**src/sv/cpr_pkg.sv**
```systemverilog
// Package for the convex polygon round buffer: widths, constants, job type
// and the CORDIC arctangent table. Used by every module of the block.
`timescale 1ns / 1ps
`default_nettype none
package cpr_pkg;
  localparam int MAX_POINTS   = 64;
  localparam int CORDIC_STEPS = 16;
  localparam int ITW          = $clog2(CORDIC_STEPS);
  localparam int PW           = $clog2(MAX_POINTS + 1);
  localparam int NW           = PW + 19;

  localparam logic [15:0] QUARTER_TURN = 16'h4000;
  localparam logic [29:0] GAIN_Q30     = 30'd652032875;

  // Configuration register indexes.
  localparam logic REG_RADIUS = 1'b0;
  localparam logic REG_CV     = 1'b1;

  typedef struct packed {
    logic [15:0]        start;
    logic [17:0]        s2;
    logic [PW-1:0]      d;
    logic [PW-1:0]      p;
    logic signed [31:0] cx;
    logic signed [31:0] cy;
  } cpr_job_t;

  typedef struct packed {
    logic full;
    logic empty;
  } cpr_qstat_t;

  // atan(2^-i) in units of 2^-32 turn.
  function automatic logic [31:0] atab(input logic [4:0] i);
    logic [31:0] v;
    case (i)
      5'd0: v = 32'd536870912;  5'd1: v = 32'd316933406;
      5'd2: v = 32'd167458907;  5'd3: v = 32'd85004756;
      5'd4: v = 32'd42667331;   5'd5: v = 32'd21354465;
      5'd6: v = 32'd10679838;   5'd7: v = 32'd5340245;
      5'd8: v = 32'd2670163;    5'd9: v = 32'd1335087;
      5'd10: v = 32'd667544;    5'd11: v = 32'd333772;
      5'd12: v = 32'd166886;    5'd13: v = 32'd83443;
      5'd14: v = 32'd41722;     5'd15: v = 32'd20861;
      5'd16: v = 32'd10430;     5'd17: v = 32'd5215;
      5'd18: v = 32'd2608;      5'd19: v = 32'd1304;
      5'd20: v = 32'd652;       5'd21: v = 32'd326;
      5'd22: v = 32'd163;       5'd23: v = 32'd81;
      5'd24: v = 32'd41;        5'd25: v = 32'd20;
      5'd26: v = 32'd10;        5'd27: v = 32'd5;
      5'd28: v = 32'd3;         5'd29: v = 32'd1;
      5'd30: v = 32'd1;
      default: v = 32'd0;
    endcase
    return v;
  endfunction
endpackage
`default_nettype wire

```
**src/sv/cpr_back.sv**
```systemverilog
// Point generator: for each queued job, divides out each point angle, turns
// it into a point with a CORDIC rotation and drives the output register.
// Depends on cpr_pkg.
`timescale 1ns / 1ps
`default_nettype none
module cpr_back import cpr_pkg::*; (
  input  wire logic        clk,
  input  wire logic        rst_n,
  input  wire logic [30:0] radius,
  input  wire cpr_job_t    q_job,
  input  wire cpr_qstat_t  q_stat,
  output logic             q_pop,
  output logic             out_tvalid,
  input  wire logic        out_tready,
  output logic [63:0]      out_tdata,
  output logic             out_tlast
);
  localparam logic [2:0] B_IDLE = 3'd0, B_MUL = 3'd1, B_DIV = 3'd2,
                         B_SET = 3'd3, B_ROT = 3'd4, B_OUT = 3'd5;

  logic [2:0]         state_r;
  cpr_job_t           job_r;
  logic [PW-1:0]      i_r;
  logic [38:0]        x0_r;
  logic [NW-1:0]      num_r;
  logic [7:0]         den_r;
  logic [8:0]         rem_r;
  logic [4:0]         dc_r;
  logic signed [41:0] x_r, y_r;
  logic signed [33:0] z_r;
  logic [ITW-1:0]     it_r;
  logic               ov_r, last_r;
  logic [31:0]        ox_r, oy_r;

  logic [60:0]        gprod;
  logic [8:0]         remw;
  logic               qbit;
  logic [15:0]        ang, ang_q;
  logic [31:0]        a32;
  logic signed [41:0] xs, ys;
  logic signed [33:0] xr, yr, sx, sy;
  logic [31:0]        satx, saty;
  logic               load;

  always_comb begin
    gprod = 61'(radius) * 61'(GAIN_Q30) + 61'(1 << 21);
    remw  = {rem_r[7:0], num_r[NW-1]};
    qbit  = (remw >= 9'(den_r));
    ang   = job_r.start + num_r[15:0];
    ang_q = ang + QUARTER_TURN;
    a32   = {ang, 16'd0};
    if (ang_q[15]) a32 = a32 - 32'h8000_0000;
    xs    = x_r >>> it_r;
    ys    = y_r >>> it_r;
    xr    = 34'((x_r + 42'sd128) >>> 8);
    yr    = 34'((y_r + 42'sd128) >>> 8);
    sx    = 34'(job_r.cx) + xr;
    sy    = 34'(job_r.cy) + yr;
    if (sx[33:31] == 3'b000 || sx[33:31] == 3'b111) satx = sx[31:0];
    else satx = sx[33] ? 32'h8000_0000 : 32'h7FFF_FFFF;
    if (sy[33:31] == 3'b000 || sy[33:31] == 3'b111) saty = sy[31:0];
    else saty = sy[33] ? 32'h8000_0000 : 32'h7FFF_FFFF;
    load  = (state_r == B_OUT) && (!ov_r || out_tready);
  end

  assign q_pop      = (state_r == B_IDLE) && !q_stat.empty;
  assign out_tvalid = ov_r;
  assign out_tdata  = {oy_r, ox_r};
  assign out_tlast  = last_r;

  always_ff @(posedge clk) begin
    if (load) begin
      ox_r   <= satx;
      oy_r   <= saty;
      last_r <= (i_r == job_r.p - 1'b1);
    end
  end

  always_ff @(posedge clk) begin
    if (!rst_n) begin
      state_r <= B_IDLE;
      ov_r    <= 1'b0;
    end else begin
      if (load) ov_r <= 1'b1;
      else if (out_tready) ov_r <= 1'b0;
      case (state_r)
        B_IDLE: begin
          if (!q_stat.empty) begin
            job_r   <= q_job;
            i_r     <= '0;
            x0_r    <= gprod[60:22];
            state_r <= B_MUL;
          end
        end
        B_MUL: begin
          num_r   <= NW'(i_r) * NW'(job_r.s2) + NW'(job_r.d);
          den_r   <= {1'(0), job_r.d} << 1;
          rem_r   <= '0;
          dc_r    <= '0;
          state_r <= B_DIV;
        end
        B_DIV: begin
          // Restoring division; the numerator register fills with the quotient.
          rem_r <= qbit ? (remw - 9'(den_r)) : remw;
          num_r <= {num_r[NW-2:0], qbit};
          if (dc_r == 5'(NW - 1)) state_r <= B_SET;
          else dc_r <= dc_r + 1'b1;
        end
        B_SET: begin
          // Angles in the left half plane start from the negated x axis.
          x_r     <= ang_q[15] ? -42'(x0_r) : 42'(x0_r);
          y_r     <= '0;
          z_r     <= 34'($signed(a32));
          it_r    <= '0;
          state_r <= B_ROT;
        end
        B_ROT: begin
          if (z_r >= 0) begin
            x_r <= x_r - ys;
            y_r <= y_r + xs;
            z_r <= z_r - 34'(atab(5'(it_r)));
          end else begin
            x_r <= x_r + ys;
            y_r <= y_r - xs;
            z_r <= z_r + 34'(atab(5'(it_r)));
          end
          if (it_r == ITW'(CORDIC_STEPS - 1)) state_r <= B_OUT;
          else it_r <= it_r + 1'b1;
        end
        B_OUT: begin
          if (load) begin
            if (i_r == job_r.p - 1'b1) begin
              state_r <= B_IDLE;
            end else begin
              i_r     <= i_r + 1'b1;
              state_r <= B_MUL;
            end
          end
        end
        default: state_r <= B_IDLE;
      endcase
    end
  end
endmodule
`default_nettype wire

```
**config.mk**
```make
export PLATFORM = sky130hd
export DESIGN_NAME = cpr_back
export DESIGN_NICKNAME = d
export VERILOG_FILES = /design/src/sv/cpr_pkg.sv /design/src/sv/cpr_back.sv
export SDC_FILE = /design/constraint.sdc
export NUM_CORES = 2
export LEC_CHECK = 0
export BUFFER_PORTS_ARGS = -buffer_cell sky130_fd_sc_hd__buf_2
export CORE_MARGIN = 2
export CORE_UTILIZATION = 55
export CTS_CLUSTER_DIAMETER = 50
export DETAILED_ROUTE_END_ITERATION = 12
export HOLD_SLACK_MARGIN = 0.05
export PLACE_DENSITY = 0.7
export SETUP_SLACK_MARGIN = 0.2
export SYNTH_ARGS = -nofsm -noshare
export SYNTH_HDL_FRONTEND = slang
export SYNTH_SLANG_ARGS = --single-unit
```
**constraint.sdc**
```tcl
create_clock -name clk -period 13.4 [get_ports clk]
set_input_delay 0.67 -clock clk [delete_from_list [all_inputs] [get_ports clk]]
set_output_delay 0.67 -clock clk [all_outputs]
set_load 0.005 [all_outputs]
```
==> results.cfg <==
[status]
status = completed

[cts]
cts_root_buffer = clkbuf_16
htreeDepth = 2
cts_made_buffers = 55
clk_latency_ps = 640
ctsHoldBuffers = 0
cts.sinks = 425
cts-resized-gates = 0
clk_path_buf_depth = 3
cts_tree = yes
clk_pin_slew_ps = 60
cts_setup_buffers = 0

[die]
die_x_um = 324
ioPinCount = 215
fp-row-count = 117
core_area_sq_mm = 0.102
start_util = 0.553
die_h_um = 324
die-area_sq_mm = 0.105

[logic_synthesis]
synth_area_sq_mm = 0.0562
synth-seq-cells = 425
synthCells = 5656
yosysTopAreaCell = edfxtp_1
syn-num-nets = 6983
synth_edf_count = 391
synth_flop_cell = edfxtp_1
synth_top_area_frac = 0.209
yosysUniqueCellTypes = 95
ys_top_cells_by_area = edfxtp_1, fa_1, ha_1
syn_area_per_cell_sq_um = 9.94
synthArstFlopShare = 0
yosysWarnings = 0
ys_seq_area_frac = 0.221

[global_routing]
grt_pass1_vias = 41900
grt_pass1_wl_um = 226000
antenna_found_initial = 0
groute.usage.overall = 0.274
grt_max_degree = 123
grt-ovfl-total = 0

[sta]
fmax_ghz = 0.126
worst_clock_skew_ps = 26.8
worst_pin_slew_ps = 1050
setup_viol_count_final = 0
slew_headroom = 0.299
fin_crit_sh = 0.591
drv_slew = 0
hold_viol = 0
finalSetupTns_ps = 0
post-route-min-period_ps = 7910
rsz0062_at_grt = no

[critical_path]
crit_fanout = 7
r2r_slack_ps = 6070
end_kind = flop
critPathLaunchType = input pin
critPathArrivalTime_ps = 8280
required_ps = 13770
path_class = input pin to flop

[placed_design]
io_buffers = 213
gp_congestion = 0.985
dp_hpwl_um = 116000

[drt]
num_vias = 42200
wire_per_inst_um = 20.0
drt_pass1_iterations = 6
ant_nets = 0
postRouteWirelength_um = 143000
drt-initial-drc-count = 3252
drc = 0
route.detailed.vias_per_inst = 5.90

[layout]
insertedDiodeCount = 0
syn_to_final_growth_pct = 7.33
drive_gt1_frac = 0.0958
nets = 7072

[run]
maxCapViolCount = 0

[hold_path]
hp-class = input pin to flop
==> critical path, stage by stage <==
cell and delay, ps:
buf_2 270, ha_1 390, fa_1 570, fa_1 520, inv_1 50, fa_1 480
inv_1 60, fa_1 480, fa_1 500, fa_1 480, inv_1 40, fa_1 470
inv_1 40, ha_1 350, o211ai_1 120, nor2_1 170, nand4_1 120, o31ai_1 750
o2111a_1 420, o211ai_1 260, o21ai_1 510, a21boi_0 250, o21bai_1 210, xor2_1 90
==> Yosys cell counts (11+ instances only) <==
master     instances
nor3_1            67
o41ai_1           11
a211o_1           11
nand3_1          114
fa_1             565
o21bai_1          33
or2_2             15
o21ai_1           17
clkbuf_1         157
nor4_1            16
a31o_2            11
mux2i_1           75
mux4_2           103
o211ai_1          39
buf_1             27
inv_1            741
nor2_1           326
and3_1            51
xor2_1           219
buf_2             19
ha_1             614
o31ai_1           37
a21oi_1          312
or4_1             16
a21o_1           126
a31oi_1           34
o21ai_0          268
o311ai_0          12
o21a_1            39
nand2_1          364
a2111oi_0         13
a21boi_0          18
nor2b_1           32
or3_1             39
edfxtp_1         391
xnor2_1          230
dfxtp_1           34
mux2_2            56
a211oi_1          35
nand2b_1          54
nand4_1           44
and2_1            92
==> metal layers <==
metal	global-route usage	vias up	routed length (um)	share of wire
li1	-	19900	-	-
met1	0.372	20700	61000	0.42
met2	0.460	1353	68700	0.48
met3	0.0363	252	9510	0.066
met4	0.0818	0	4270	0.030
met5	0	-	0	0
==> kinds of logic (layout without fill, tap and decap cells) <==
group,count (synthesis),after routing,share of synthesized area
flip-flops,425,425,0.221
buffers and inverters,958,1094,0.0660
multiplexers,241,241,0.0674
adder cells (fa/ha/maj),1179,1179,0.338
AO/OA/AOI/OAI,1119,1119,0.126
XOR/XNOR,449,449,0.0700
AND/OR/NAND/NOR,1285,1285,0.111
==> registers in the layout (all words and copies together) (netlist names), 26 cells and up, named ones only <==
name   flops
job_r    112
num_r     26
ox_r      32
oy_r      32
x0_r      39
x_r       42
y_r       42
z_r       34
==> metrics by stage <==
step | instances | utilization | setup slack (ps) | hold slack [ps] | area, sq um
after floorplan | 5656 | - | 2740 | 426 | 56200
after global placement | 7056 | 0.575 | 5010 | 442 | 58400
after detailed placement | 7056 | 0.575 | 4970 | 441 | 58400
after CTS | 7160 | 0.594 | 5600 | 170 | 60300
after global routing | 7160 | 0.594 | 5140 | 184 | 60300
final | 7160 | 0.594 | 5490 | 207 | 60300
==> layout by cell type, fill, tap and decap left out, types with 16 or more instances in the layout <==
master,Yosys,layout
a31oi_1,34,34
o21ai_1,17,17
inv_1,741,741
o21ai_0,268,268
o31ai_1,37,37
xnor2_1,230,230
mux2_2,56,56
nand2b_1,54,53
or4_1,16,16
ha_1,614,614
or3_1,39,39
dfxtp_1,34,34
a21o_1,126,126
a211oi_1,35,35
nand4_1,44,44
clkbuf_16,0,55
o21a_1,39,39
o21bai_1,33,33
buf_2,19,213
and3_1,51,51
a21oi_1,312,312
nand3_1,114,114
nand2_1,364,364
a21boi_0,18,17
nor4_1,16,16
mux2i_1,75,75
o211ai_1,39,39
nor2b_1,32,31
fa_1,565,565
xor2_1,219,219
buf_4,3,33
and2_1,92,91
mux4_2,103,103
nor3_1,67,66
edfxtp_1,391,391
nor2_1,326,325
==> area by class of cell <==
cell class | count | area [sq um]
Tap cell | 1368 | 1710
Fill cell | 8724 | 41300
Multi-Input combinational cell | 4273 | 40100
Inverter | 743 | 2790
Clock inverter | 49 | 574
Clock buffer | 55 | 1380
Timing Repair Buffer | 247 | 1330
Sequential cell | 425 | 12400
==> path summary, 6_finish.rpt <==
path | from | endpoint | depth (start not counted)
worst max-delay path | radius[16] | x0_r[35] | 24
worst min register to register | job_r[77] | den_r[7] | 0
worst max register to register | it_r[3] | y_r[41] | 20
worst min-delay path | q_job[51] | job_r[51] | 1
Power is not shown: default switching activity piles up to over one toggle a cycle in this logic, so the estimate is an artifact.
