File: src/sv/cpr_pkg.sv
// Package for the convex polygon round buffer: widths, constants, job type
// and the CORDIC arctangent table. Used by every module of the block.
`timescale 1ns / 1ps
`default_nettype none
package cpr_pkg;
  localparam int MAX_POINTS   = 64;
  localparam int CORDIC_STEPS = 16;
  localparam int ITW          = $clog2(CORDIC_STEPS);
  localparam int PW           = $clog2(MAX_POINTS + 1);
  localparam int NW           = PW + 19;

  localparam logic [15:0] QUARTER_TURN = 16'h4000;
  localparam logic [29:0] GAIN_Q30     = 30'd652032875;

  // Configuration register indexes.
  localparam logic REG_RADIUS = 1'b0;
  localparam logic REG_CV     = 1'b1;

  typedef struct packed {
    logic [15:0]        start;
    logic [17:0]        s2;
    logic [PW-1:0]      d;
    logic [PW-1:0]      p;
    logic signed [31:0] cx;
    logic signed [31:0] cy;
  } cpr_job_t;

  typedef struct packed {
    logic full;
    logic empty;
  } cpr_qstat_t;

  // atan(2^-i) in units of 2^-32 turn.
  function automatic logic [31:0] atab(input logic [4:0] i);
    logic [31:0] v;
    case (i)
      5'd0: v = 32'd536870912;  5'd1: v = 32'd316933406;
      5'd2: v = 32'd167458907;  5'd3: v = 32'd85004756;
      5'd4: v = 32'd42667331;   5'd5: v = 32'd21354465;
      5'd6: v = 32'd10679838;   5'd7: v = 32'd5340245;
      5'd8: v = 32'd2670163;    5'd9: v = 32'd1335087;
      5'd10: v = 32'd667544;    5'd11: v = 32'd333772;
      5'd12: v = 32'd166886;    5'd13: v = 32'd83443;
      5'd14: v = 32'd41722;     5'd15: v = 32'd20861;
      5'd16: v = 32'd10430;     5'd17: v = 32'd5215;
      5'd18: v = 32'd2608;      5'd19: v = 32'd1304;
      5'd20: v = 32'd652;       5'd21: v = 32'd326;
      5'd22: v = 32'd163;       5'd23: v = 32'd81;
      5'd24: v = 32'd41;        5'd25: v = 32'd20;
      5'd26: v = 32'd10;        5'd27: v = 32'd5;
      5'd28: v = 32'd3;         5'd29: v = 32'd1;
      5'd30: v = 32'd1;
      default: v = 32'd0;
    endcase
    return v;
  endfunction
endpackage
`default_nettype wire

File: src/sv/cpr_fifo.sv
// Two-entry job queue between the front end and the point generator.
// Depends on cpr_pkg for the job type.
`timescale 1ns / 1ps
`default_nettype none
module cpr_fifo import cpr_pkg::*; (
  input  wire logic     clk,
  input  wire logic     rst_n,
  input  wire logic     push,
  input  wire cpr_job_t wjob,
  input  wire logic     pop,
  output cpr_job_t      rjob,
  output cpr_qstat_t    stat
);
  cpr_job_t   mem_r [2];
  logic       wp_r, rp_r;
  logic [1:0] cnt_r;

  assign rjob       = mem_r[rp_r];
  assign stat.full  = (cnt_r == 2'd2);
  assign stat.empty = (cnt_r == 2'd0);

  always_ff @(posedge clk) begin
    if (push) mem_r[wp_r] <= wjob;
  end

  always_ff @(posedge clk) begin
    if (!rst_n) begin
      wp_r  <= 1'b0;
      rp_r  <= 1'b0;
      cnt_r <= 2'd0;
    end else begin
      if (push) wp_r <= ~wp_r;
      if (pop) rp_r <= ~rp_r;
      cnt_r <= cnt_r + 2'(push) - 2'(pop);
    end
  end
endmodule
`default_nettype wire

File: config.mk
export PLATFORM = sky130hd
export DESIGN_NAME = cpr_fifo
export DESIGN_NICKNAME = d
export VERILOG_FILES = /design/src/sv/cpr_pkg.sv /design/src/sv/cpr_fifo.sv
export SDC_FILE = /design/constraint.sdc
export NUM_CORES = 1
export LEC_CHECK = 0
export ABC_AREA = 1
export BUFFER_PORTS_ARGS = -buffer_cell sky130_fd_sc_hd__buf_2
export CORE_MARGIN = 2
export CORE_UTILIZATION = 40
export DETAILED_ROUTE_END_ITERATION = 8
export GPL_ROUTABILITY_DRIVEN = 0
export MAX_ROUTING_LAYER = met4
export PLACE_DENSITY_LB_ADDON = 0.15
export SYNTH_ARGS = -nofsm -noshare
export SYNTH_HDL_FRONTEND = slang
export SYNTH_SLANG_ARGS = --single-unit
File: constraint.sdc
create_clock -name clk -period 6.5 [get_ports clk]
set_input_delay 0.975 -clock clk [delete_from_list [all_inputs] [get_ports clk]]
set_output_delay 0.975 -clock clk [all_outputs]
set_load 0.1 [all_outputs]
==> results.sh, run 1 <==
export IMPL_yosys_mux_area_fraction_pct=15.1
export IMPL_cts_hold_fix_buffers=0
export IMPL_leakage_uw=0.00396
export IMPL_num_rows=52
export IMPL_powerDensity_nw_per_um2=362
export IMPL_grt_max_degree=76
export IMPL_syn_inst=381
export IMPL_end_kind="output port"
export IMPL_ys_seq_elements=229
export IMPL_h_tree_depth=1
export IMPL_drive_above_1_share_pct=58.8
export IMPL_yosysMostFrequentCell="edfxtp_1"
export IMPL_cts_root_buf="clkbuf_16"
export IMPL_path_cells="buf_4 -> mux2_2 -> buf_2"
export IMPL_first_pass_iters=4
export IMPL_synth_top_area_share_pct=80.8
export IMPL_synth_ff_type="edfxtp_1"
export IMPL_yosys_area_share_simple_pct=0.827
export IMPL_worstPathArrival_ns=2.87
export IMPL_cp_slowest_stage_delay_ns=1.01
export IMPL_finalPower_uw=3810
export IMPL_die_x_um=148
export IMPL_avgViaCountPerCell=4.65
export IMPL_tritoncts="yes"
export IMPL_routed_wl_mm=15.8
export IMPL_fin_skew_ns=0.0142
export IMPL_antenna_left=0
export IMPL_grt_pass1_wl_mm=23.6
export IMPL_status="finished, final reports clean"
export IMPL_period_minus_slack_ns=3.85
export IMPL_worstMarginPinSlew_ns=1.15
export IMPL_die_area_um2=22000
export IMPL_hpwl_mm=10.3
export IMPL_crit_fanout=73
export IMPL_finalSetupViolCount=0
export IMPL_clock_path_buffers=3
export IMPL_whs_path_depth=2
export IMPL_synth_top_family_by_area="multiplexers"
export IMPL_cts_buffers=25
export IMPL_multi_input_area_um2=1370
export IMPL_cp_required_ns=5.52
export IMPL_yosysSeqAreaShare_pct=82.0
export IMPL_drc_errors=0
export IMPL_rsz0062_at_grt="false"
export IMPL_coreArea_um2=20300
export IMPL_slew_viol_final=0
export IMPL_path_class="flip-flop to output port"
export IMPL_placed_cell_area_um2=9740
export IMPL_hold_viol=0
export IMPL_antenna_found_initial=0
export IMPL_area_growth_syn_to_layout_pct=26.4
export IMPL_grtUsageTotal_pct=14.3
export IMPL_synth_area_leaders="edfxtp_1, mux2_2, dfxtp_1"
export IMPL_critPathTopFamily="flip-flops"
export IMPL_r2r_start="wp_r$_SDFFE_PN0P_"
export IMPL_diodes=0
export IMPL_r2r_slack_ns=4.17
export IMPL_maxCapViolCount=0
export IMPL_synth_edf_count=224
export IMPL_cpMaxStageDelayCell="dfxtp_4"
export IMPL_overflow=0
export IMPL_final_nets=747
export IMPL_grt_pass1_vias=4469
export IMPL_syn_area_um2=8330
export IMPL_synth_cell_type_count=12
export IMPL_synth_xor_area_share_pct=0
export IMPL_synth_compound_area_share_pct=0.0601
export IMPL_cts_sinks=229
export IMPL_wl_per_cell_um=17.3
export IMPL_syn_avg_cell_area_um2=21.9
export IMPL_seqCellArea_um2=6830
export IMPL_cp_num_buf_inv=2
export IMPL_fin_setup_tns_ns=0
export IMPL_drt_iter0_markers=146
export IMPL_vias=4262
export IMPL_start_util_pct=41.0
export IMPL_fillers=1686
export IMPL_hp_start="rp_r$_SDFFE_PN0P_"
export IMPL_clk_pin_slew_ns=0.06
export IMPL_peakVddDrop_mv=0.211
export IMPL_fin_crit_sh_pct=59.2
export IMPL_yosysWarningCount=0
export IMPL_die_h_um=148
export IMPL_clock_fmax_mhz=260
export IMPL_async_flop_share_pct=0
export IMPL_slew_headroom_pct=23.2
export IMPL_hold_end="rp_r$_SDFFE_PN0P_"
export IMPL_synthTopCellsByCount="edfxtp_1, mux2_2, nor2_1"
export IMPL_synth_adder_area_share_pct=0.301
export IMPL_postCtsSetupBuffers=0
export IMPL_hold_class="flip-flop to flip-flop"
export IMPL_stdcell_area_um2=10500
export IMPL_synth_nets=499
export IMPL_worst_setup_path_start_kind="flip-flop"
export IMPL_synth_top_area_cell="edfxtp_1"
export IMPL_rr_endpoint="mem_r[1][71]$_DFFE_PP_"
export IMPL_r2r_cells=3
export IMPL_io_buffers=229
export IMPL_clk_latency_ns=0.50
export IMPL_cts_resized=0
export IMPL_io_pins=230
==> placed cells by master, fill, tap and decap left out <==
cell / n
nand3_1: 1
a21oi_1: 1
buf_4: 4
buf_2: 229
dfxtp_4: 1
ha_1: 2
nor2_4: 1
clkinv_4: 1
inv_4: 1
clkinv_1: 7
clkbuf_1: 5
bufinv_16: 3
mux2_2: 112
nor2_1: 8
clkinv_2: 3
nand2_1: 8
dfxtp_1: 4
inv_1: 6
clkbuf_16: 25
edfxtp_1: 224
==> cell families (layout without fill, tap and decap cells) <==
kind of cell | Yosys count | after routing
fa+ha+maj | 2 | 2
flops | 229 | 229
compound gates | 1 | 1
simple gates | 18 | 18
mux | 112 | 112
buf+inv | 19 | 284
==> worst reg2reg max path, delay by kind of cell (launching register included) <==
kind | cells | cell delay, ns
flip-flops | 1 | 0.39
AND/OR/NAND/NOR | 1 | 0.13
buffers and inverters | 2 | 1.40
==> per-stage QoR <==
step,instances,hold WS [ns],util [%],worst slack (ns)
4_1_cts,916,0.513,51.8,2.58
6_report,916,0.504,51.8,2.65
3_5_place_dp,872,0.491,48.0,3.11
5_1_grt,916,0.541,51.8,2.49
3_3_place_gp,872,0.478,48.0,3.14
2_1_floorplan,381,0.463,-,0.211
==> worst max path at each step <==
stage                     startpoint                    end  cells past startpoint
final                      flip-flop               rjob[92]                      3
after global placement     flip-flop               rjob[94]                      3
after floorplan                 push  mem_r[0][0]$_DFFE_PP_                      2
after global routing       flip-flop               rjob[97]                      3
after detailed placement   flip-flop               rjob[92]                      3
after CTS                  flip-flop               rjob[97]                      3
==> metal layers <==
layer / track usage (%) / part of all wire [%] / vias up / wire (µm)
met4: 4.38 / 2.1 / 0 / 327
met5: - / 0 / - / 0
li1: - / - / 1994 / -
met3: 4.60 / 9.6 / 24 / 1520
met2: 22.8 / 47 / 177 / 7450
met1: 17.5 / 41 / 2067 / 6540
==> report_power, final <==
group / internal [µW] / switching (µW) / total [µW]
Combinational: 134 / 594 / 728
Clock: 820 / 523 / 1340
Sequential: 1710 / 30.3 / 1740
Total: 2660 / 1150 / 3810
==> final cells by class <==
type	count	area share (%)
sequential	229	64.9
multi-input combinational	133	13.0
timing repair buffer	233	11.2
clock buffer	30	6.12
tap	270	3.21
clock inverter	14	1.33
inverter	7	0.273
==> state kept, by name, summed over array words and instances, names as in the netlist, named ones only <==
register	count
rp_r	1
wp_r	1
mem_r	224
cnt_r	2
Power figures use the tool's default switching activity.
==> inputs of run 2 (changes only) <==
Clock period 6.5 ns to 3.2 ns, I/O delays scaled along.
==> results.sh, run 2 (synthesis results as in run 1) <==
export IMPL_status="finished, final reports clean"
export IMPL_cp_required_ns=2.72
export IMPL_peakVddDrop_mv=0.466
export IMPL_finalSetupViolCount=0
export IMPL_routed_wl_mm=15.9
export IMPL_end_kind="output port"
export IMPL_seqCellArea_um2=6830
export IMPL_clock_path_buffers=3
export IMPL_die_area_um2=22000
export IMPL_h_tree_depth=1
export IMPL_cts_sinks=229
export IMPL_multi_input_area_um2=1370
export IMPL_die_x_um=148
export IMPL_cts_hold_fix_buffers=0
export IMPL_clk_latency_ns=0.50
export IMPL_crit_fanout=59
export IMPL_drt_iter0_markers=219
export IMPL_final_nets=750
export IMPL_antenna_left=0
export IMPL_cts_resized=0
export IMPL_fin_setup_tns_ns=0
export IMPL_largest_register="mem_r"
export IMPL_grt_pass1_wl_mm=24.1
export IMPL_dp_cells=876
export IMPL_cts_buffers=24
export IMPL_vias=4310
export IMPL_maxCapViolCount=0
export IMPL_rsz0062_at_grt="false"
export IMPL_grt_max_degree=60
export IMPL_tritoncts="yes"
export IMPL_drive_above_1_share_pct=58.7
export IMPL_path_class="flip-flop to output port"
export IMPL_antenna_found_initial=2
export IMPL_final_common_cell="buf_2"
export IMPL_hold_class="primary input to flip-flop"
export IMPL_hold_viol=0
export IMPL_die_h_um=148
export IMPL_slew_viol_final=0
export IMPL_period_minus_slack_ns=2.75
export IMPL_postCtsSetupBuffers=0
export IMPL_cts_root_buf="clkbuf_16"
export IMPL_coreArea_um2=20300
export IMPL_io_pins=230
export IMPL_avgViaCountPerCell=4.67
export IMPL_layout_common_cells="buf_2, edfxtp_1, mux2_2, clkbuf_16, clkbuf_1"
export IMPL_grtUsageTotal_pct=14.4
export IMPL_worstPathArrival_ns=2.27
export IMPL_clk_pin_slew_ns=0.06
export IMPL_grt_pass1_vias=4602
export IMPL_stdcell_count=923
export IMPL_fin_skew_ns=0.0183
export IMPL_worst_setup_path_start_kind="flip-flop"
export IMPL_wl_per_cell_um=17.2
export IMPL_fin_crit_sh_pct=85.8
export IMPL_top_regs="mem_r x224, cnt_r x2"
export IMPL_clock_fmax_mhz=364
export IMPL_drc_errors=0
export IMPL_area_growth_syn_to_layout_pct=27.1
export IMPL_start_util_pct=41.0
export IMPL_io_buffers=229
export IMPL_overflow=0
export IMPL_leakage_uw=0.00398
export IMPL_num_rows=52
export IMPL_worstMarginPinSlew_ns=0.846
export IMPL_powerDensity_nw_per_um2=720
export IMPL_slew_headroom_pct=43.5
export IMPL_fillers=1716
export IMPL_first_pass_iters=6
export IMPL_hpwl_mm=10.5
export IMPL_largest_reg_flops=224
## run 2: path summary, 6_finish.rpt
| path | startpoint | to | slack, ns | depth (start not counted) |
|---|---|---|---|---|
| min reg2reg | rp_r$_SDFFE_PN0P_ | rp_r$_SDFFE_PN0P_ | 0.51 | 2 |
| min | wjob[9] | mem_r[0][9]$_DFFE_PP_ | 0.16 | 1 |
| max reg2reg | wp_r$_SDFFE_PN0P_ | mem_r[1][1]$_DFFE_PP_ | 1.43 | 3 |
| max | flip-flop | rjob[42] | 0.45 | 3 |
## run 2: cell type report
| type | instances | share of cell area [%] |
|---|---|---|
| sequential | 229 | 64.5 |
| inverter | 7 | 0.272 |
| clock inverter | 4 | 0.402 |
| tap | 270 | 3.19 |
| timing repair buffer | 237 | 12.0 |
| antenna | 4 | 0.0946 |
| clock buffer | 39 | 6.60 |
| multi-input combinational | 133 | 12.9 |
## run 2: worst max-delay path, cell delays in order (launching register included)
cell and delay (ns):
dfxtp_4 0.65, buf_12 0.34, mux2_2 0.39, buf_2 0.29
## run 2: report_power, final
group | switching (µW) | internal, µW
clock | 1020 | 1560
combinational | 1230 | 288
sequential | 46.4 | 3470
## run 2: routing by layer
metal	up-vias	global-route usage (%)	wire length, µm
li1	2009	-	-
met4	0	3.76	289
met5	-	-	0
met2	170	23.8	7720
met3	23	4.57	1470
met1	2108	17.4	6410
## run 2: metrics by stage
stage          total power, µW  instance area, µm²  utilization (%)  hold WS [ns]  setup WS, ns
2_1_floorplan             4830                8330                -         0.463        0.0133
3_3_place_gp              5090                9830             48.4         0.476         0.991
3_5_place_dp              5110                9830             48.4         0.504         0.961
4_1_cts                   7720               10600             52.1         0.136         0.403
5_1_grt                   7880               10600             52.1         0.141         0.331
6_report                  7620               10600             52.1         0.164         0.454
