===== src/sv/cpr_pkg.sv =====
// Package for the convex polygon round buffer: widths, constants, job type
// and the CORDIC arctangent table. Used by every module of the block.
`timescale 1ns / 1ps
`default_nettype none
package cpr_pkg;
  localparam int MAX_POINTS   = 64;
  localparam int CORDIC_STEPS = 16;
  localparam int ITW          = $clog2(CORDIC_STEPS);
  localparam int PW           = $clog2(MAX_POINTS + 1);
  localparam int NW           = PW + 19;

  localparam logic [15:0] QUARTER_TURN = 16'h4000;
  localparam logic [29:0] GAIN_Q30     = 30'd652032875;

  // Configuration register indexes.
  localparam logic REG_RADIUS = 1'b0;
  localparam logic REG_CV     = 1'b1;

  typedef struct packed {
    logic [15:0]        start;
    logic [17:0]        s2;
    logic [PW-1:0]      d;
    logic [PW-1:0]      p;
    logic signed [31:0] cx;
    logic signed [31:0] cy;
  } cpr_job_t;

  typedef struct packed {
    logic full;
    logic empty;
  } cpr_qstat_t;

  // atan(2^-i) in units of 2^-32 turn.
  function automatic logic [31:0] atab(input logic [4:0] i);
    logic [31:0] v;
    case (i)
      5'd0: v = 32'd536870912;  5'd1: v = 32'd316933406;
      5'd2: v = 32'd167458907;  5'd3: v = 32'd85004756;
      5'd4: v = 32'd42667331;   5'd5: v = 32'd21354465;
      5'd6: v = 32'd10679838;   5'd7: v = 32'd5340245;
      5'd8: v = 32'd2670163;    5'd9: v = 32'd1335087;
      5'd10: v = 32'd667544;    5'd11: v = 32'd333772;
      5'd12: v = 32'd166886;    5'd13: v = 32'd83443;
      5'd14: v = 32'd41722;     5'd15: v = 32'd20861;
      5'd16: v = 32'd10430;     5'd17: v = 32'd5215;
      5'd18: v = 32'd2608;      5'd19: v = 32'd1304;
      5'd20: v = 32'd652;       5'd21: v = 32'd326;
      5'd22: v = 32'd163;       5'd23: v = 32'd81;
      5'd24: v = 32'd41;        5'd25: v = 32'd20;
      5'd26: v = 32'd10;        5'd27: v = 32'd5;
      5'd28: v = 32'd3;         5'd29: v = 32'd1;
      5'd30: v = 32'd1;
      default: v = 32'd0;
    endcase
    return v;
  endfunction
endpackage
`default_nettype wire


===== src/sv/cpr_front.sv =====
// Front end: accepts a vertex word, finds the arc start and end angles with a
// shared CORDIC vectoring unit and queues one arc job. Depends on cpr_pkg.
`timescale 1ns / 1ps
`default_nettype none
module cpr_front import cpr_pkg::*; (
  input  wire logic         clk,
  input  wire logic         rst_n,
  input  wire logic         in_tvalid,
  output logic              in_tready,
  input  wire logic [191:0] in_tdata,
  input  wire logic         in_tuser,
  input  wire logic [6:0]   cv,
  output logic              q_push,
  output cpr_job_t          q_job,
  input  wire cpr_qstat_t   q_stat
);
  localparam logic [2:0] F_IDLE = 3'd0, F_LOAD = 3'd1, F_NORM = 3'd2,
                         F_ITER = 3'd3, F_FIN = 3'd4, F_SPAN = 3'd5, F_PUSH = 3'd6;
  localparam logic signed [42:0] NLIM = 43'sd1 <<< 39;
  localparam logic signed [42:0] SLIM = 43'sd1 <<< 31;

  logic [2:0]         state_r;
  logic               phase_r;
  logic signed [31:0] px_r, py_r, cx_r, cy_r, nx_r, ny_r;
  logic signed [42:0] x_r, y_r;
  logic [31:0]        z_r, base_r;
  logic [ITW-1:0]     it_r;
  logic [15:0]        start_r, end_r;
  cpr_job_t           job_r;

  logic signed [32:0] vx, vy;
  logic signed [42:0] ay, xs, ys;
  logic [31:0]        asum;
  logic [15:0]        span;
  logic [22:0]        sprod;
  logic [23:0]        sround;
  logic [PW-1:0]      steps, n_clamped;

  always_comb begin
    if (phase_r) begin
      vx = 33'(nx_r) - 33'(cx_r);
      vy = 33'(ny_r) - 33'(cy_r);
    end else begin
      vx = 33'(px_r) - 33'(cx_r);
      vy = 33'(py_r) - 33'(cy_r);
    end
    ay     = (y_r < 0) ? -y_r : y_r;
    xs     = x_r >>> it_r;
    ys     = y_r >>> it_r;
    asum   = base_r + z_r + 32'h8000;
    span   = end_r - start_r;
    sprod  = 23'(span) * 23'(cv);
    sround = 24'(sprod) + 24'd32768;
    if (sround[23:16] > 8'(MAX_POINTS - 1)) steps = PW'(MAX_POINTS - 1);
    else steps = PW'(sround[23:16]);
    if (cv == 7'd0) n_clamped = PW'(1);
    else if (8'(cv) > 8'(MAX_POINTS)) n_clamped = PW'(MAX_POINTS);
    else n_clamped = PW'(cv);
  end

  assign in_tready = (state_r == F_IDLE);
  assign q_push    = (state_r == F_PUSH) && !q_stat.full;
  assign q_job     = job_r;

  always_ff @(posedge clk) begin
    if (!rst_n) begin
      state_r <= F_IDLE;
      phase_r <= 1'b0;
    end else begin
      case (state_r)
        F_IDLE: begin
          if (in_tvalid) begin
            px_r <= in_tdata[31:0];
            py_r <= in_tdata[63:32];
            cx_r <= in_tdata[95:64];
            cy_r <= in_tdata[127:96];
            nx_r <= in_tdata[159:128];
            ny_r <= in_tdata[191:160];
            phase_r <= 1'b0;
            if (in_tuser) begin
              job_r.start <= 16'd0;
              job_r.s2    <= 18'd131072;
              job_r.d     <= n_clamped;
              job_r.p     <= n_clamped;
              job_r.cx    <= in_tdata[95:64];
              job_r.cy    <= in_tdata[127:96];
              state_r     <= F_PUSH;
            end else begin
              state_r <= F_LOAD;
            end
          end
        end
        F_LOAD: begin
          z_r <= 32'd0;
          if (vx == 0 && vy == 0) begin
            // A zero vector points at angle zero.
            base_r  <= 32'd0;
            state_r <= F_FIN;
          end else if (vx < 0) begin
            x_r     <= -43'(vx);
            y_r     <= -43'(vy);
            base_r  <= 32'h8000_0000;
            state_r <= F_NORM;
          end else begin
            x_r     <= 43'(vx);
            y_r     <= 43'(vy);
            base_r  <= 32'd0;
            state_r <= F_NORM;
          end
        end
        F_NORM: begin
          if (x_r < NLIM && ay < NLIM) begin
            if (x_r < SLIM && ay < SLIM) begin
              x_r <= x_r <<< 8;
              y_r <= y_r <<< 8;
            end else begin
              x_r <= x_r <<< 1;
              y_r <= y_r <<< 1;
            end
          end else begin
            it_r    <= '0;
            state_r <= F_ITER;
          end
        end
        F_ITER: begin
          if (y_r > 0) begin
            x_r <= x_r + ys;
            y_r <= y_r - xs;
            z_r <= z_r + atab(5'(it_r));
          end else begin
            x_r <= x_r - ys;
            y_r <= y_r + xs;
            z_r <= z_r - atab(5'(it_r));
          end
          if (it_r == ITW'(CORDIC_STEPS - 1)) state_r <= F_FIN;
          else it_r <= it_r + 1'b1;
        end
        F_FIN: begin
          if (!phase_r) begin
            start_r <= asum[31:16] + QUARTER_TURN;
            phase_r <= 1'b1;
            state_r <= F_LOAD;
          end else begin
            end_r   <= asum[31:16] - QUARTER_TURN;
            state_r <= F_SPAN;
          end
        end
        F_SPAN: begin
          job_r.start <= start_r;
          job_r.s2    <= {1'b0, span, 1'b0};
          job_r.d     <= (steps == '0) ? PW'(1) : steps;
          job_r.p     <= (steps == '0) ? PW'(2) : steps + 1'b1;
          job_r.cx    <= cx_r;
          job_r.cy    <= cy_r;
          state_r     <= F_PUSH;
        end
        F_PUSH: begin
          if (!q_stat.full) state_r <= F_IDLE;
        end
        default: state_r <= F_IDLE;
      endcase
    end
  end
endmodule
`default_nettype wire


===== config.mk =====
export PLATFORM = sky130hd
export DESIGN_NAME = cpr_front
export DESIGN_NICKNAME = d
export VERILOG_FILES = /design/src/sv/cpr_pkg.sv /design/src/sv/cpr_front.sv
export SDC_FILE = /design/constraint.sdc
export NUM_CORES = 2
export LEC_CHECK = 0
export BUFFER_PORTS_ARGS = -buffer_cell sky130_fd_sc_hd__buf_2
export CAP_MARGIN = 20
export CORE_AREA = 2 2 297 299
export DETAILED_ROUTE_END_ITERATION = 7
export DIE_AREA = 0 0 299 301
export PLACE_DENSITY = 0.68
export SYNTH_ARGS = -nofsm -noshare
export SYNTH_HDL_FRONTEND = slang
export SYNTH_SLANG_ARGS = --single-unit

===== constraint.sdc =====
create_clock -name clk -period 23.4 [get_ports clk]
set_input_delay 1.17 -clock clk [delete_from_list [all_inputs] [get_ports clk]]
set_output_delay 1.17 -clock clk [all_outputs]
set_load 0.1 [all_outputs]

==> results.toml <==
[clock_network]
number_of_resized_instances_in_the_post_cts_repair_step = 0
clkLatencyLatePin_ns = 0.63
clk_slew_on_worst_s_h_paths_ns = 0.06
cts.path.max_buffers = 3
cts_buffers = 54
postCtsSetupBuffers = 0
cts_tree = "yes"
clock_sinks = 492
h-tree-depth = 2
cts_hold_buf = 0
cts_root_buffer = "sky130_fd_sc_hd__clkbuf_16"

[min_path]
min_delay_worst_type = "flip-flop to flip-flop"
hold_depth = 2
worst_hold_path.endpoint = "q_job[101]"
hold_start = "start_r[5]"

[critical_path]
crit_required_ns = 23.78
critical_path_class = "flip-flop to flip-flop"
reg2regPathDepth = 33
timing.critical_path.slowest_cell_delay_ns = 0.60
worstReg2RegEnd = "q_job[66]"
critical_path_arrival_ns = 9.40
worstSetupStartpointType = "flip-flop"
worst-r2r-setup-slack_ns = 14.38
crit_path_end_kind = "flip-flop"
critical_path.most_common_cell = "sky130_fd_sc_hd__fa_1"
crit_fanout = 11
crit-reg2reg-launch = "start_r[0]"
cpMaxStageDelayCell = "sky130_fd_sc_hd__xor2_1"

[sta]
layout_setup_ws_ns = 14.38
finalWorstPathRequiredPeriod_ns = 9.02
report.final.slew_viol_count = 0
max_clock_freq_ghz = 0.111
finalSetupViolations = 0
worst_clock_skew_ns = 0.0259
max-slew-margin-rel_pct = 29.5
timing_worst_slew_pin_value_ns = 1.06
fin_setup_tns_ns = 0
timing.final.hold_violations = 0
final.period_utilization_pct = 38.6
rsz0062_at_grt = "false"

[routing]
postRouteWirelength_um = 123000
post_drt_wl_per_cell_um = 21.0
route.detailed.drc = 0
num_vias = 36000
drt_pass1_iterations = 6
vias_per_cell = 6.13
drt_first_iter_violations = 2793
antenna_violating_nets_post_route = 0

[finish]
share_of_final_layout_standard_cells_stronger_than_drive_strength_1_pct = 14.9
final_net_count = 5217
syn2layout_area_growth_pct = 9.60
final-instance-count-excl-fill = 5874

[grt]
gr-usage-all-layers_pct = 26.7
grt_pass1_wl_um = 193000
maximum_number_of_pins_on_one_net_before_global_route_repair = 116
gr-total-overflow = 0
grt_pass1_vias = 35000
grt_antenna_before_repair = 5

[placed_design]
dpl.cell_count = 5770
port_buffers = 316
hpwl_um = 90200
gpl_congestion = 0.941
placement_stage_worst_setup_slack_ns = 14.44

[synth]
synthesis.nets = 5030
synth_sequential_area_ratio_pct = 33.5
synth_area_leaders = "sky130_fd_sc_hd__edfxtp_1, sky130_fd_sc_hd__ha_1, sky130_fd_sc_hd__mux4_2"
syn_avg_cell_area_um2 = 9.60
synth_commonest_cells = "sky130_fd_sc_hd__edfxtp_1, sky130_fd_sc_hd__nand2_1, sky130_fd_sc_hd__a21oi_1"
synth_edf_count = 458
syn_warnings = 0
post_synth_inst_count = 4484
number_of_storage_elements_in_the_synthesis_netlist = 492
synth_area_um2 = 43100
synthDistinctLibCells = 106
synth.largest_area_cell = "sky130_fd_sc_hd__edfxtp_1"
postSynth.asyncResetShare_pct = 0
synthMostInstantiatedCell = "sky130_fd_sc_hd__edfxtp_1"
synth_top_area_share_pct = 31.9
synth_ff_type = "sky130_fd_sc_hd__edfxtp_1"

[run]
timing.max_cap.violations = 0

[die]
floorplan.rows = 108
die_w_um = 299
total_i_o_pin_count = 319
start_util_pct = 49.8
die-area_um2 = 90000
fp.dieH_um = 301
core_region_area_um2 = 86500

[power_and_ir_drop]
power_density_nw_per_um2 = 134
vdd_drop_max_v = 0.0000862
power.static_leakage_uw = 0.0194

[outcome]
outcome = "complete, no violations"
==> layout make-up <==
class,count,area [um^2]
clock buffers,63,1390
repair buffers,355,1890
inverters,259,975
well taps,1155,1450
clock inverters,37,415
fillers,7748,39300
multi-input cells,3509,26600
diodes,4,10.0
flip-flops and latches,492,14400
==> how the worst max path moves through the flow <==
stage / from / endpoint / slack [ns]
global route: end_r[0] / q_job[71] / 13.72
finish: start_r[0] / q_job[66] / 14.38
CTS: start_r[0] / q_job[66] / 14.37
global placement: end_r[0] / q_job[66] / 14.48
detailed placement: start_r[0] / q_job[66] / 14.44
floorplan: state_r[0] / q_job[0] / 12.03
==> report_power, final <==
part	total (uW)	switching, uW	leakage, uW	internal, uW
logic	4030	2450	0.0140	1580
registers	1400	204	0.00450	1200
clock network	876	373	0.000871	504
==> placed cells by master, fill, tap and decap left out, types with 31 or more instances in the layout <==
cell type | synthesis | final
sky130_fd_sc_hd__nand2b_1 | 41 | 40
sky130_fd_sc_hd__inv_1 | 254 | 253
sky130_fd_sc_hd__buf_2 | 19 | 316
sky130_fd_sc_hd__and3_1 | 52 | 51
sky130_fd_sc_hd__nor3_1 | 70 | 69
sky130_fd_sc_hd__buf_4 | 4 | 38
sky130_fd_sc_hd__fa_1 | 75 | 75
sky130_fd_sc_hd__a21oi_1 | 295 | 295
sky130_fd_sc_hd__o221ai_1 | 56 | 56
sky130_fd_sc_hd__nand3_1 | 75 | 75
sky130_fd_sc_hd__clkbuf_16 | 0 | 54
sky130_fd_sc_hd__o21a_1 | 41 | 41
sky130_fd_sc_hd__mux2i_1 | 137 | 137
sky130_fd_sc_hd__xor2_1 | 142 | 142
sky130_fd_sc_hd__xnor2_1 | 197 | 197
sky130_fd_sc_hd__nor2_1 | 286 | 283
sky130_fd_sc_hd__and2_1 | 141 | 140
sky130_fd_sc_hd__nand2_1 | 416 | 415
sky130_fd_sc_hd__nor2b_1 | 43 | 42
sky130_fd_sc_hd__a21o_1 | 104 | 104
sky130_fd_sc_hd__o31ai_1 | 33 | 33
sky130_fd_sc_hd__ha_1 | 266 | 266
sky130_fd_sc_hd__dfxtp_1 | 34 | 33
sky130_fd_sc_hd__nor4_1 | 31 | 31
sky130_fd_sc_hd__mux2_2 | 104 | 104
sky130_fd_sc_hd__mux4_2 | 80 | 80
sky130_fd_sc_hd__o21ai_0 | 274 | 274
sky130_fd_sc_hd__edfxtp_1 | 458 | 458
sky130_fd_sc_hd__a31oi_1 | 47 | 47
==> flip-flops by register name, indices dropped and copies added, names as in the netlist, named ones only <==
name     cells
state_r      3
q_job      111
nx_r        32
phase_r      1
z_r         32
py_r        32
end_r       16
it_r         4
base_r       1
x_r         43
ny_r        32
cy_r        32
y_r         43
px_r        32
cx_r        32
start_r     16
==> worst max-delay path: cells and delay by family, from the launching register on <==
| family | cells | cell delay [ns] |
|---|---|---|
| AO/OA/AOI/OAI | 15 | 3.18 |
| adder cells (fa/ha/maj) | 8 | 3.00 |
| AND/OR/NAND/NOR | 5 | 1.37 |
| XOR/XNOR | 1 | 0.60 |
| flip-flops | 1 | 0.40 |
| buffers and inverters | 4 | 0.22 |
==> through the flow <==
stage | total power [uW] | hold WS (ns) | cell area [um^2] | util (%)
floorplan | 4450 | 0.517 | 43100 | -
global placement | 5320 | 0.540 | 45400 | 52.5
detailed placement | 5360 | 0.552 | 45400 | 52.5
CTS | 6260 | 0.573 | 47200 | 54.6
global route | 6750 | 0.598 | 47200 | 54.6
finish | 6310 | 0.572 | 47200 | 54.6
==> cells by family (layout without fill, tap and decap cells) <==
family / count (synthesis) / after routing / share of synthesized area [%]
AO/OA/AOI/OAI: 1179 / 1179 / 17.8
XOR/XNOR: 339 / 339 / 6.89
adder cells (fa/ha/maj): 341 / 341 / 11.2
buffers and inverters: 483 / 714 / 4.74
flip-flops: 492 / 492 / 33.5
multiplexers: 334 / 334 / 10.7
other: 1 / 5 / 0.00871
AND/OR/NAND/NOR: 1315 / 1315 / 15.1
==> metal layers <==
metal,share of wire (%),track usage [%]
met1,41,34.2
met2,48,45.8
met3,6.7,3.31
met4,4.2,11.0
met5,0,0
No activity file was read; power rests on OpenSTA's default activity.
